File: src/rtl/irfp_pkg.sv
// Shared types and constants for the IMU RVC frame parser.
package irfp_pkg;

  localparam int unsigned FrameBytes = 19;
  localparam int unsigned PosW       = 5;
  localparam int unsigned StoreFirst = 2;
  localparam int unsigned StoreLast  = 14;

  typedef logic [PosW-1:0] pos_t;

  localparam pos_t PosHunt1 = PosW'(0);
  localparam pos_t PosHunt2 = PosW'(1);
  localparam pos_t PosSeq   = PosW'(StoreFirst);
  localparam pos_t PosLast  = PosW'(FrameBytes - 1);

  localparam logic [7:0] HeaderByte = 8'hAA;

  localparam logic StatusOk          = 1'b0;
  localparam logic StatusChecksumErr = 1'b1;

  typedef struct packed {
    logic [7:0] rx_byte;
  } in_item_t;

  typedef struct packed {
    logic               frame_status;
    logic [7:0]         sequence_number;
    logic signed [15:0] yaw_centideg;
    logic signed [15:0] pitch_centideg;
    logic signed [15:0] roll_centideg;
    logic signed [15:0] accel_x_milli_g;
    logic signed [15:0] accel_y_milli_g;
    logic signed [15:0] accel_z_milli_g;
    logic [31:0]        good_frame_count;
    logic [31:0]        bad_frame_count;
  } result_t;

endpackage

File: src/rtl/irfp_stream_if.sv
// Valid/ready stream interface carrying one payload per transaction.
interface irfp_stream_if #(
  parameter type T = logic [7:0]
);
  logic valid;
  logic ready;
  T     payload;

  modport source (output valid, output payload, input ready);
  modport sink   (input valid, input payload, output ready);
endinterface

File: src/rtl/irfp_out_buffer.sv
// Output register with a skid stage so input keeps flowing while a result waits.
module irfp_out_buffer (
  input  logic              clk_i,
  input  logic              rst_ni,
  input  logic              push_i,
  input  irfp_pkg::result_t data_i,
  output logic              full_o,
  irfp_stream_if.source     res_o
);

  logic              out_valid_q, out_valid_d;
  logic              skid_valid_q, skid_valid_d;
  irfp_pkg::result_t out_q, out_d;
  irfp_pkg::result_t skid_q, skid_d;
  logic              take;

  assign take = out_valid_q && res_o.ready;

  always_comb begin
    out_valid_d  = out_valid_q;
    skid_valid_d = skid_valid_q;
    out_d        = out_q;
    skid_d       = skid_q;
    if (take) begin
      if (skid_valid_q) begin
        // advance the parked result
        out_d        = skid_q;
        skid_valid_d = 1'b0;
      end else if (push_i) begin
        out_d = data_i;
      end else begin
        out_valid_d = 1'b0;
      end
    end else if (push_i) begin
      if (out_valid_q) begin
        skid_d       = data_i;
        skid_valid_d = 1'b1;
      end else begin
        out_d       = data_i;
        out_valid_d = 1'b1;
      end
    end
  end

  always_ff @(posedge clk_i or negedge rst_ni) begin
    if (!rst_ni) begin
      out_valid_q  <= 1'b0;
      skid_valid_q <= 1'b0;
    end else begin
      out_valid_q  <= out_valid_d;
      skid_valid_q <= skid_valid_d;
    end
  end

  always_ff @(posedge clk_i) begin
    out_q  <= out_d;
    skid_q <= skid_d;
  end

  assign full_o        = skid_valid_q;
  assign res_o.valid   = out_valid_q;
  assign res_o.payload = out_q;

  a_skid_behind_out: assert property (@(posedge clk_i) disable iff (!rst_ni)
    skid_valid_q |-> out_valid_q)
    else $error("skid holds a result while output stage is empty");

  a_no_overflow: assert property (@(posedge clk_i) disable iff (!rst_ni)
    push_i |-> !skid_valid_q)
    else $error("result pushed while skid stage is full");

  a_skid_drains: assert property (@(posedge clk_i) disable iff (!rst_ni)
    (skid_valid_q && take) |=> out_valid_q && !skid_valid_q)
    else $error("parked result lost on drain");

endmodule
File: src/flat_wrapper.sv
// flat-port wrapper written by rule: the top's interface ports become plain ports
module irfp_out_buffer_flat 
  (clk_i, rst_ni, push_i, data_i, full_o, res_o_valid, res_o_payload, res_o_ready);
  irfp_stream_if res_o_i ();
  input  logic clk_i;
  input  logic rst_ni;
  input  logic push_i;
  input  irfp_pkg::result_t data_i;
  output logic full_o;
  output wire logic [$bits(res_o_i.valid)-1:0] res_o_valid;
  output wire logic [$bits(res_o_i.payload)-1:0] res_o_payload;
  input wire logic [$bits(res_o_i.ready)-1:0] res_o_ready;
  assign res_o_valid = res_o_i.valid;
  assign res_o_payload = res_o_i.payload;
  assign res_o_i.ready = res_o_ready;
  irfp_out_buffer u_core (.clk_i(clk_i), .rst_ni(rst_ni), .push_i(push_i), .data_i(data_i), .full_o(full_o), .res_o(res_o_i));
endmodule
File: config.mk
export PLATFORM = sky130hd
export DESIGN_NAME = irfp_out_buffer_flat
export DESIGN_NICKNAME = d
export VERILOG_FILES = /design/src/rtl/irfp_pkg.sv /design/src/rtl/irfp_stream_if.sv /design/src/rtl/irfp_out_buffer.sv /design/src/flat_wrapper.sv
export SDC_FILE = /design/constraint.sdc
export NUM_CORES = 1
export LEC_CHECK = 0
export ABC_AREA = 1
export BUFFER_PORTS_ARGS = -buffer_cell sky130_fd_sc_hd__buf_2
export CORE_AREA = 5 5 67 69
export CTS_BUF_LIST = sky130_fd_sc_hd__clkbuf_16
export DETAILED_ROUTE_END_ITERATION = 8
export DIE_AREA = 0 0 72 74
export GPL_ROUTABILITY_DRIVEN = 0
export PLACE_DENSITY = 0.8
export SYNTH_ARGS = -nofsm -noshare
export SYNTH_HDL_FRONTEND = slang
export SYNTH_SLANG_ARGS = --single-unit
File: constraint.sdc
create_clock -name clk_i -period 1.7 [get_ports clk_i]
set_clock_uncertainty 0.15 [all_clocks]
set_input_delay 0.17 -clock clk_i [delete_from_list [all_inputs] [get_ports clk_i]]
set_output_delay 0.17 -clock clk_i [all_outputs]
set_load 0.1 [all_outputs]
==> Word-level counts from Yosys, hierarchy flattened <==
Index checks and enable logic that the tools add are counted.
{ "op_classes": {"mux": 12, "reduce_logical": 8, "n_eq_ne": 3, "bitwise": 1} }
{ "ops": {"columns": ["operator", "count"], "rows": [
  ["$mux 8", 5],
  ["$reduce_and 3->1", 3],
  ["$mux 1", 7],
  ["$ne 2x2->1 const B", 3],
  ["$reduce_bool 2->1", 3],
  ["$reduce_and 2->1", 1],
  ["$logic_and 1x1->1", 1],
  ["$not 1->1", 1]
]} }
{ "totals": {"reg_bits": 18, "out_inout_bits": 10, "wordCells": 28, "in_bits": 173} }

==> Logic depth before layout (Yosys ltp) <==
{ "logic_depth": {"depth_word": 3, "depth_mapped": 5, "ltp_nobuf": 4} }

==> Least setup slack after synthesis <==
No wires, ideal clock.
{ "synth_timing": {"path_type": "register to register", "startpoint": "register u_core.skid_valid_q, in the netlist u_core.full_o", "endpoint": "register u_core.out_q, in the netlist u_core.res_o.payload[0], enable pin", "stages_incl_launch_ff": 6, "setup_ns": 0.324, "arrival_time_ns": 1.588, "synth_period_minus_slack_ns": 2.062, "required_time_ns": 1.226, "path_buffers": 1, "path_slack_ns": -0.362, "cell_sequence": "dfrtp_1 > buf_4 > nand2_1 > nand2_1 > nand2_1 > inv_1"} }
{ "synth_between": {"elab_chain_len": 2} }
{ "synth_rtl": {"columns": ["item", "line_no", "text"], "rows": [
  ["start: declaration", "irfp_out_buffer.sv:12", "logic skid_valid_q, skid_valid_d;"],
  ["start signal: assignment", "irfp_out_buffer.sv:51", "skid_valid_q <= skid_valid_d;"],
  ["$reduce_bool 2->1 (no line)", null, null],
  ["$reduce_and 3->1 (no line)", null, null],
  ["end signal: assignment", "irfp_out_buffer.sv:56", "out_q <= out_d;"],
  ["end: declaration", "irfp_out_buffer.sv:13", "irfp_pkg::result_t out_q, out_d;"]
]} }
Every way passes these cells.
A chain may end at the register's enable or synchronous reset.

==> Worst setup path in the final report <==
{ "layout_timing": {"startpoint": "register u_core.out_valid_q, in the netlist u_core.res_o.valid", "endpoint": "output res_o_valid"} }
{ "layout_lines": {"columns": ["item", "line_no", "text"], "rows": [
  ["start: declaration", "irfp_out_buffer.sv:11", "logic out_valid_q, out_valid_d;"],
  ["start signal: assignment", "irfp_out_buffer.sv:50", "out_valid_q <= out_valid_d;"],
  ["end: declaration", "flat_wrapper.sv:10", "output wire logic [$bits(res_o_i.valid)-1:0] res_o_valid;"]
]} }
No word-level cell between the ends.

==> results.txt <==
actual slew at the worst max-slew pin -> 506 ps
count of final hold-check violations -> 0
CP arrival -> 1220 ps
syn nets -> 234
die area -> 5330 µm²
maximum VDD drop -> 0.562 mV
first-pass GRT wire length -> 2820 µm
Startpoint Class -> register
CTS root buffer -> clkbuf_16
status -> complete, no violations
post-synthesis sequential area ratio -> 72.9%
routing usage on met2 -> 11.4%
start of the worst register-to-register path -> u_core.res_o.valid$_DFFE_PN0P_
Synth Instances -> 61
Post-synth ARST share -> 11.1%
RSZ-0062 raised after global routing -> false
die height -> 74 µm
delay-heaviest family, CP -> flip-flops
Post-Synth Adder-Cell Area -> 0%
Sink Count -> 18
worst hold start -> push_i
top cells by area, synth -> edfxtp_1 (66%), nand2_1 (12%), dfrtp_1 (6.9%)
layout cell share with drive strength beyond 1 -> 30.1%
Worst Setup SP -> u_core.res_o.valid$_DFFE_PN0P_
Num CTS Buffers -> 3
largest net degree at the start of global routing -> 15
FILL cells -> 420
Post-Syn Area -> 728 µm²
Post-Synth Simple-Gate Area -> 21.8%
post-synthesis compound-gate area fraction -> 0%
worst-case clock buffer depth -> 2
I/O Pins -> 183
Peak Freq -> 650 MHz
per-cell routed wire length -> 12.3 µm
maxcap violations -> 0
xor and xnor fraction of the mapped netlist area -> 0%
total negative slack -> 0 ps
Layout Cells excl Fill -> 143
Yosys top cell by area -> edfxtp_1
total power draw -> 1.35 mW
DRC viols -> 0
violation count after the first detailed-route iteration -> 10
EDFF count, synth -> 16
critical path required time -> 1380 ps
All-Layer GR Usage -> 6.95%
WS Path Type -> register to output pin
slowest CP cell -> dfrtp_4
GRT overflow -> 0
DR vias/cell -> 4.03
post-detail-place hpwl -> 1200 µm
Ant. Diodes -> 0
placed instance count -> 130
Cell Pwr Density -> 1270 nW/µm²
flops & latches, synth -> 18
Pre-antenna DRT Iters -> 4
Layout area overhead -> 45.5%
commonest cells in the netlist -> nand2_1 (24), edfxtp_1 (16), nand4_1 (8)
top_reg_cell synth -> edfxtp_1
CTS tree -> done
global routing's busiest layer -> met2
Post-Syn Area per Cell -> 11.9 µm²
leak pwr -> 0.466 nW
initial core utilization -> 18.9%
unique cell type count in the Yosys netlist -> 10
clock slew at the register clock pins of the worst setup and hold paths -> 50 ps
Slew headroom -> 66.5%
Final period util -> 90.6%
Site Rows -> 23
met1 Use GR -> 8.07%
CP Cell Sequence -> buf_2
count leader, synth -> nand2_1
initial antenna violation count -> 0
htree depth -> 1
Clock Latency Late Sink -> 250 ps
crit end category -> output pin
# setup viols final -> 0
worst-path maximum fanout -> 14
largest family of logic cells by synthesized area -> simple AND/OR/NAND/NOR gates
mux cell area share after synthesis -> 0%
Vias -> 577
Min-Delay Path Class -> primary input to register
met3 Track Usage GR -> 2.30%
Routed WL -> 1760 µm
Syn. warnings -> 0
post-route ant nets -> 0
final core occ -> 27.5%
Synth top area share -> 66.0%
net count reported at finish -> 267
Port-buffer cells -> 21
Pins Over Slew Limit -> 0
Largest stage delay, worst path -> 510 ps
Core ar. -> 3860 µm²
vias in the first global route -> 611
Tmin final -> 1540 ps
Buf+Inv Stages, Crit Path -> 1
chip width -> 72 µm
post-CTS setup buffer count -> 0
## routing by layer
metal  wire [µm]  share of wire, %
met4          43               2.4
met3         169               9.6
met5           0                 0
met2         800                46
met1         743                42
## final cells by class
type	count	area, µm²	area share, %
multi-input combinational	35	159	15.0
tap	50	62.6	5.90
clock buffer	3	75.1	7.08
timing repair buffer	31	203	19.1
sequential	18	538	50.8
inverter	5	18.8	1.77
clock inverter	1	3.75	0.354
## path summary, 6_finish.rpt
| kind | end | slack, ps | depth (start not counted) |
|---|---|---|---|
| worst max-delay path | res_o_valid | 160 | 1 |
| worst min-delay path | u_core.res_o.valid$_DFFE_PN0P_ | 20 | 3 |
| worst max register to register | u_core.res_o.payload[5]$_DFFE_PP_ | 250 | 4 |
| worst min register to register | u_core.res_o.payload[2]$_DFFE_PP_ | 410 | 2 |
| max in group asynchronous | u_core.res_o.valid$_DFFE_PN0P_ | 1210 | 2 |
| min in group asynchronous | u_core.full_o$_DFFE_PN0P_ | 80 | 2 |
## flip-flops by register name (all words and copies together) (netlist names)
register,count
u_core.full_o,1
u_core.res_o.payload,8
u_core.res_o.valid,1
u_core.skid_q,8
## logic make-up (layout without fill, tap and decap cells)
kind of cell  after synthesis  count (layout)
flops                      18              18
simple gates               35              35
buf+inv                     8              40
## stage by stage
step	setup WS [ps]	hold slack, ps	cell area [µm²]
final	161	23.7	1060
after CTS	153	15.8	1060
after global routing	129	37.6	1060
after global placement	286	-192	891
after detailed placement	255	-190	891
after floorplan	68.3	-276	736
## placed cells by master, fill, tap and decap left out, drive strengths merged
| cell | instances |
|---|---|
| edfxtp | 16 |
| nand3 | 2 |
| nand2 | 24 |
| dlygate4sd3 | 9 |
| nor2 | 1 |
| buf | 22 |
| nand4 | 8 |
| inv | 6 |
| clkbuf | 3 |
| dfrtp | 2 |
## timing repair
action,4_1_cts,5_1_grt
resized for setup,0,0
hold endpoints to repair,10,0
hold buffers,9,0
## power by group
part / total (mW) / switching (mW) / internal, mW
registers: 0.563 / 0.0303 / 0.533
clock network: 0.470 / 0.157 / 0.313
logic: 0.317 / 0.258 / 0.0595
total: 1.35 / 0.445 / 0.905
## worst reg2reg max path: stages, from the launching register on
cell and delay, ps:
dfrtp_4 510, nand2_1 100, nand2_1 70, nand2_1 50
inv_1 240
Note: power is estimated with default switching activity, not from simulation.
