==> config.mk <==
export PLATFORM = sky130hd
export DESIGN_NAME = irfp_assembler
export DESIGN_NICKNAME = d
export VERILOG_FILES = /design/src/rtl/irfp_pkg.sv /design/src/rtl/irfp_assembler.sv
export SDC_FILE = /design/constraint.sdc
export NUM_CORES = 1
export LEC_CHECK = 0
export BUFFER_PORTS_ARGS = -buffer_cell sky130_fd_sc_hd__buf_2
export CORE_ASPECT_RATIO = 1.4
export CORE_MARGIN = 5
export CORE_UTILIZATION = 51
export CTS_BUF_LIST = sky130_fd_sc_hd__clkbuf_8
export CTS_CLUSTER_SIZE = 30
export DETAILED_ROUTE_END_ITERATION = 12
export PLACE_DENSITY = 0.86
export SLEW_MARGIN = 30
export SYNTH_ARGS = -nofsm -noshare
export SYNTH_HDL_FRONTEND = slang
export SYNTH_SLANG_ARGS = --single-unit
==> constraint.sdc <==
create_clock -name clk_i -period 2.4 [get_ports clk_i]
set_input_delay 0.12 -clock clk_i [delete_from_list [all_inputs] [get_ports clk_i]]
set_output_delay 0.12 -clock clk_i [all_outputs]
set_load 0.01 [all_outputs]
==> src/rtl/irfp_pkg.sv <==
// Shared types and constants for the IMU RVC frame parser.
package irfp_pkg;

  localparam int unsigned FrameBytes = 19;
  localparam int unsigned PosW       = 5;
  localparam int unsigned StoreFirst = 2;
  localparam int unsigned StoreLast  = 14;

  typedef logic [PosW-1:0] pos_t;

  localparam pos_t PosHunt1 = PosW'(0);
  localparam pos_t PosHunt2 = PosW'(1);
  localparam pos_t PosSeq   = PosW'(StoreFirst);
  localparam pos_t PosLast  = PosW'(FrameBytes - 1);

  localparam logic [7:0] HeaderByte = 8'hAA;

  localparam logic StatusOk          = 1'b0;
  localparam logic StatusChecksumErr = 1'b1;

  typedef struct packed {
    logic [7:0] rx_byte;
  } in_item_t;

  typedef struct packed {
    logic               frame_status;
    logic [7:0]         sequence_number;
    logic signed [15:0] yaw_centideg;
    logic signed [15:0] pitch_centideg;
    logic signed [15:0] roll_centideg;
    logic signed [15:0] accel_x_milli_g;
    logic signed [15:0] accel_y_milli_g;
    logic signed [15:0] accel_z_milli_g;
    logic [31:0]        good_frame_count;
    logic [31:0]        bad_frame_count;
  } result_t;

endpackage

==> src/rtl/irfp_assembler.sv <==
// Header hunt, byte position tracking, running checksum and frame counters.
module irfp_assembler (
  input  logic              clk_i,
  input  logic              rst_ni,
  input  logic              accept_i,
  input  logic [7:0]        rx_byte_i,
  output logic              done_o,
  output irfp_pkg::result_t result_o
);

  irfp_pkg::pos_t pos_q, pos_d;
  logic [7:0]     sum_q, sum_d;
  logic [31:0]    good_q, good_d;
  logic [31:0]    bad_q, bad_d;
  logic [7:0]     store_q [irfp_pkg::StoreFirst:irfp_pkg::StoreLast];
  logic           sum_ok;

  assign sum_ok = (sum_q == rx_byte_i);

  always_comb begin
    pos_d  = pos_q;
    sum_d  = sum_q;
    good_d = good_q;
    bad_d  = bad_q;
    done_o = 1'b0;
    if (accept_i) begin
      case (pos_q)
        irfp_pkg::PosHunt1: begin
          if (rx_byte_i == irfp_pkg::HeaderByte) pos_d = irfp_pkg::PosHunt2;
        end
        irfp_pkg::PosHunt2: begin
          // a bad second header byte is dropped, not rechecked
          pos_d = (rx_byte_i == irfp_pkg::HeaderByte) ? irfp_pkg::PosSeq
                                                      : irfp_pkg::PosHunt1;
        end
        irfp_pkg::PosLast: begin
          pos_d  = irfp_pkg::PosHunt1;
          done_o = 1'b1;
          if (sum_ok) good_d = good_q + 32'd1;
          else        bad_d  = bad_q + 32'd1;
        end
        default: begin
          if (pos_q > irfp_pkg::PosLast) begin
            pos_d = irfp_pkg::PosHunt1;
          end else begin
            pos_d = pos_q + irfp_pkg::PosW'(1);
            sum_d = (pos_q == irfp_pkg::PosSeq) ? rx_byte_i : sum_q + rx_byte_i;
          end
        end
      endcase
    end
  end

  always_ff @(posedge clk_i or negedge rst_ni) begin
    if (!rst_ni) begin
      pos_q  <= irfp_pkg::PosHunt1;
      good_q <= '0;
      bad_q  <= '0;
    end else begin
      pos_q  <= pos_d;
      good_q <= good_d;
      bad_q  <= bad_d;
    end
  end

  always_ff @(posedge clk_i) begin
    sum_q <= sum_d;
    for (int i = irfp_pkg::StoreFirst; i <= irfp_pkg::StoreLast; i++) begin
      if (accept_i && pos_q == irfp_pkg::PosW'(i)) store_q[i] <= rx_byte_i;
    end
  end

  always_comb begin
    result_o                  = '0;
    result_o.good_frame_count = good_d;
    result_o.bad_frame_count  = bad_d;
    if (sum_ok) begin
      result_o.frame_status    = irfp_pkg::StatusOk;
      result_o.sequence_number = store_q[2];
      result_o.yaw_centideg    = {store_q[4], store_q[3]};
      result_o.pitch_centideg  = {store_q[6], store_q[5]};
      result_o.roll_centideg   = {store_q[8], store_q[7]};
      result_o.accel_x_milli_g = {store_q[10], store_q[9]};
      result_o.accel_y_milli_g = {store_q[12], store_q[11]};
      result_o.accel_z_milli_g = {store_q[14], store_q[13]};
    end else begin
      result_o.frame_status = irfp_pkg::StatusChecksumErr;
    end
  end

  a_pos_range: assert property (@(posedge clk_i) disable iff (!rst_ni)
    pos_q <= irfp_pkg::PosLast)
    else $error("byte position out of range");

  a_done_rehunt: assert property (@(posedge clk_i) disable iff (!rst_ni)
    done_o |=> pos_q == irfp_pkg::PosHunt1)
    else $error("parser not hunting after a completed frame");

  a_one_count: assert property (@(posedge clk_i) disable iff (!rst_ni)
    done_o |=> (good_q + bad_q) == ($past(good_q) + $past(bad_q) + 32'd1))
    else $error("a completed frame did not bump exactly one counter");

endmodule

Yosys cells after proc, flatten, opt, wreduce, memory -nomap -nowiden
Memories as Yosys holds them, arrays and structs flattened.
Cells that the tools add are included.
W data, S select, Z words.
Storage, ports and cells
  register bits after elaboration: 77
  bits in writable memories: 104
  input port bits: 11
  logic and storage cells: 136
  memories: 1
Cells by class
  add/subtract/negate cells: 4
  order comparisons: 1
  equal/unequal tests: 18
  multiplexer cells: 77
  bitwise operators: 2
  reductions and logical operators: 29
Memories
  store_q: words 13, width 8, read ports 13, clocked after Yosys merged registers in 0, write ports 1, RTL line irfp_assembler.sv:15  | logic [7:0] store_q [irfp_pkg::StoreFirst:irfp_pkg::StoreLast];
Operator list (count)
  $mux W32: 6
  $mux W104: 1
  $mux W8: 13
  $reduce_or A8 Y1: 12
  $add A32 B1 Y32 const B: 2
  $mux W4: 12
  $mux W1: 41
  $eq A5 B4 Y1 const B: 7
  $eq A5 B3 Y1 const B: 4
  $pmux W5 S3: 1
  $logic_and A1 B1 Y1: 13
  $eq A5 B2 Y1 const B: 2
  $mux W5: 2
  $add A8 B8 Y8: 1
  $eq A8 B8 Y1: 1
  $eq A8 B8 Y1 const B: 1
  $add A5 B1 Y5 const B: 1
  $eq A5 B1 Y1 const B: 1
  $eq A5 B5 Y1 const B: 1
  $gt A5 B5 Y1 const B: 1
  $logic_not A5 Y1: 1
  $reduce_and A3 Y1: 1
  $reduce_or A3 Y1: 1
  $mux W2: 1
  3 further kinds: 4

Depth between registers and ports, before layout
  depth after elaboration: 17
  mapped depth: 8

Worst setup path after synthesis
Ideal clock, no wire load.
  path type: flip-flop to flip-flop
  from: reg sum_q[1]
  to: reg good_q[11]
  data arrival time: 2.371 ns
  required time: 2.278 ns
  setup slack: -0.094 ns
  stages on the path, launching flop included: 7
  clock period less this slack: 2.494 ns
  cells stage by stage: edfxtp_1 -> ha_1 -> or4_4 -> or3_4 -> or3_4 -> nor2_2 -> xor2_1
RTL lines
  start: declaration: RTL line irfp_assembler.sv:12  | logic [7:0] sum_q, sum_d;
  start signal: assignment: RTL line irfp_assembler.sv:67  | sum_q <= sum_d;
  end signal: assignment: RTL line irfp_assembler.sv:61  | good_q <= good_d;
  end: declaration: RTL line irfp_assembler.sv:13  | logic [31:0] good_q, good_d;

==> qor.yml <==
synth_top_cells_by_area: "edfxtp_1 (42%), dfrtp_1 (22%), and2_1 (9.2%)"
drc: 0
rsz0062_at_grt: "true"
antenna_found_initial: 0
drive_above_1_share: 0.589
synth_seq_area_share: 0.634
ios: 181
dp.cells: 1022
synth.distinct_cells: 57
cp.required_ns: 2.28
viasPerCell: 5.81
coreArea_um2: 15500
die_w_um: 116
max-vdd-ir-drop_mv: 0.383
rrSetupSlack_ns: -0.14
via_count: 6616
cp-end-kind: "output pin"
clkSinkCount: 181
dr.pass1.iters: 5
synth_area_um2: 8030
dieArea_um2: 18400
max_stage_delay_ns: 0.44
power_density_nw_per_um2: 621
cts-root-buf: "clkbuf_8"
worst_slack_ns: -0.697
place_area_um2: 9490
worst_pin_slew_ns: 0.792
cts-buffers-inserted: 17
skew_ns: 0.0214
synth_top_area_frac: 0.419
wl_mm: 29.5
num_rows: 54
syn_avg_cell_area_um2: 12.9
worstRegToRegCells: 8
yosys_warnings: 0
synthCells: 623
slew_headroom: 0.471
fillers: 727
violations: "negative setup slack"
synth_ff_type: "edfxtp_1"
synth-seq-cells: 181
io_buffers: 180
slowest_stage: "edfxtp_1"
cp-start-kind: "flip-flop"
grt_pass1_wl_mm: 34.0
hold_class: "in -> reg"
dp_hpwl_mm: 13.0
critPathKind: "reg -> out"
setup-violations-final: 184
crit_fanout: 3
drt-initial-drc-count: 374
cts_tree: "done"
finish.utilization: 0.828
antenna_left: 0
gp_congestion: 0.872
finalNetCount: 954
min_period_ns: 3.10
worstSkewPairLatency_ns: 0.47
max_freq_mhz: 323
synth_common_cells: "and2_1 (118), edfxtp_1 (112), dfrtp_1 (69), xor2_1 (35), xnor2_1 (34)"
maxCapViolCount: 0
cts_htree_levels: 4
area_growth_pct: 60.3
status: "complete, but fails checks"
cp.arrival_ns: 2.98
start_util: 0.517
grt_pass1_vias: 6297
synth-async-reset-ratio: 0.381
worstHoldPathCells: 3
finalHoldViolations: 0
fp.dieH_um: 158
wl_per_cell_um: 25.9
grt_util_all_layers: 0.245
crit_chain: "ha_4 -> buf_6 -> nor4_4 -> nand4_1 -> buf_4 -> or3_4 -> nor3_4 -> xnor2_2 -> buf_2"
final_cell_area_um2: 12900
antenna_cells: 0
fin_crit_sh: 1.29
synth_edf_count: 112
layout.cells.non_filler: 1138
grt_max_degree: 27
leakage_nw: 5.88
syn_nets: 648
grt.overflow.total: 0
yosysMostFrequentCell: "and2_1"
drv_slew: 0
synth.largest_area_cell: "edfxtp_1"
clk_pin_slew_ns: 0.10
cts_buffer_depth: 2
[area by class of cell]
class,count,area [um^2],share of cell area
multi-input cells,407,4040,0.314
flip-flops and latches,181,5090,0.395
well taps,196,245,0.0191
inverters,16,65.1,0.00506
repair buffers,306,3040,0.236
clock inverters,15,158,0.0122
clock buffers,17,234,0.0182
[cells by family after synthesis]
logic type               after synthesis  synth area share
multiplexers                           2           0.00280
buffers and inverters                 35            0.0178
flip-flops                           181             0.634
AO/OA/AOI/OAI                         38            0.0318
AND/OR/NAND/NOR                      284             0.216
adder cells (fa/ha/maj)               14            0.0228
XOR/XNOR                              69            0.0753
[timing repair]
item | in CTS | in global routing
cloned | 9 | 12
hold buffers | 1 | 0
endpoints found under the hold margin | 23 | 0
pin swaps | 59 | 115
endpoints found under the setup margin | 171 | 190
gates resized for setup | 103 | 293
buffers inserted | 31 | 46
[worst paths after layout]
kind,start,end
min in group asynchronous,rst_ni,bad_q[11]
min,accept_i,pos_q[2]
min reg2reg,good_q[30],good_q[30]
max reg2reg,sum_q[2],good_q[31]
max,sum_q[1],result_o[60]
max in group asynchronous,rst_ni,good_q[31]
[state kept, by name, summed over array words and instances, names as in the netlist]
name / cells
bad_q: 32
good_q: 32
pos_q: 5
store_q: 104
sum_q: 8
[where the power goes]
| group | leakage (nW) | total [mW] | switching [mW] | internal [mW] |
|---|---|---|---|---|
| clock network | 0.201 | 2.08 | 1.29 | 0.786 |
| logic | 3.75 | 2.11 | 1.13 | 0.976 |
| registers | 1.93 | 3.81 | 0.163 | 3.65 |
[worst max-delay path, delay by kind of cell, from the launching register on]
family	cells	cell delay (ns)
buffers and inverters	3	0.52
AND/OR/NAND/NOR	4	1.16
XOR/XNOR	1	0.16
adder cells (fa/ha/maj)	1	0.25
flip-flops	1	0.44
[stage by stage]
| stage | power, mW | TNS [ns] | setup WS [ns] | hold WS (ns) |
|---|---|---|---|---|
| after floorplan | 4.80 | 0 | 0.00380 | -0.176 |
| after global placement | 5.30 | -2.16 | -0.153 | 0.143 |
| after detailed placement | 5.38 | -6.04 | -0.182 | 0.147 |
| after CTS | 7.57 | -82.77 | -0.618 | 0.00881 |
| after global routing | 8.36 | -110.08 | -0.800 | 0.0265 |
| final | 7.99 | -95.35 | -0.697 | 0.0269 |
[cell usage in the layout (no fill, tap or decap), types with 4 or more instances in the layout]
cell and count:
nand3_1 16, inv_8 7, and3_1 8, clkbuf_8 17, xor2_2 10, nor3_4 13
or3_4 4, buf_16 6, clkbuf_16 10, buf_12 14, nor3_1 5, ha_1 6
buf_8 7, inv_1 15, xor2_1 25, nand2_1 25, nor4_4 16, and2_4 88
o21a_1 6, buf_4 65, edfxtp_1 112, and2_1 30, nor2_1 6, dfrtp_1 69
nand4_1 13, and4_1 6, buf_6 116, nand3_2 6, xnor2_2 29, buf_2 87
nor2_4 11, ha_4 7, o21ai_0 11, nand3_4 6, nand2_2 4
[per-layer routing]
metal / vias up / track usage / wire length (um)
met3: 112 / 0.0574 / 1940
met4: 0 / 0.102 / 1790
met2: 377 / 0.447 / 16100
li1: 2810 / - / -
met1: 3317 / 0.271 / 9650
met5: - / 0 / 0
Power figures use the tool's default switching activity.
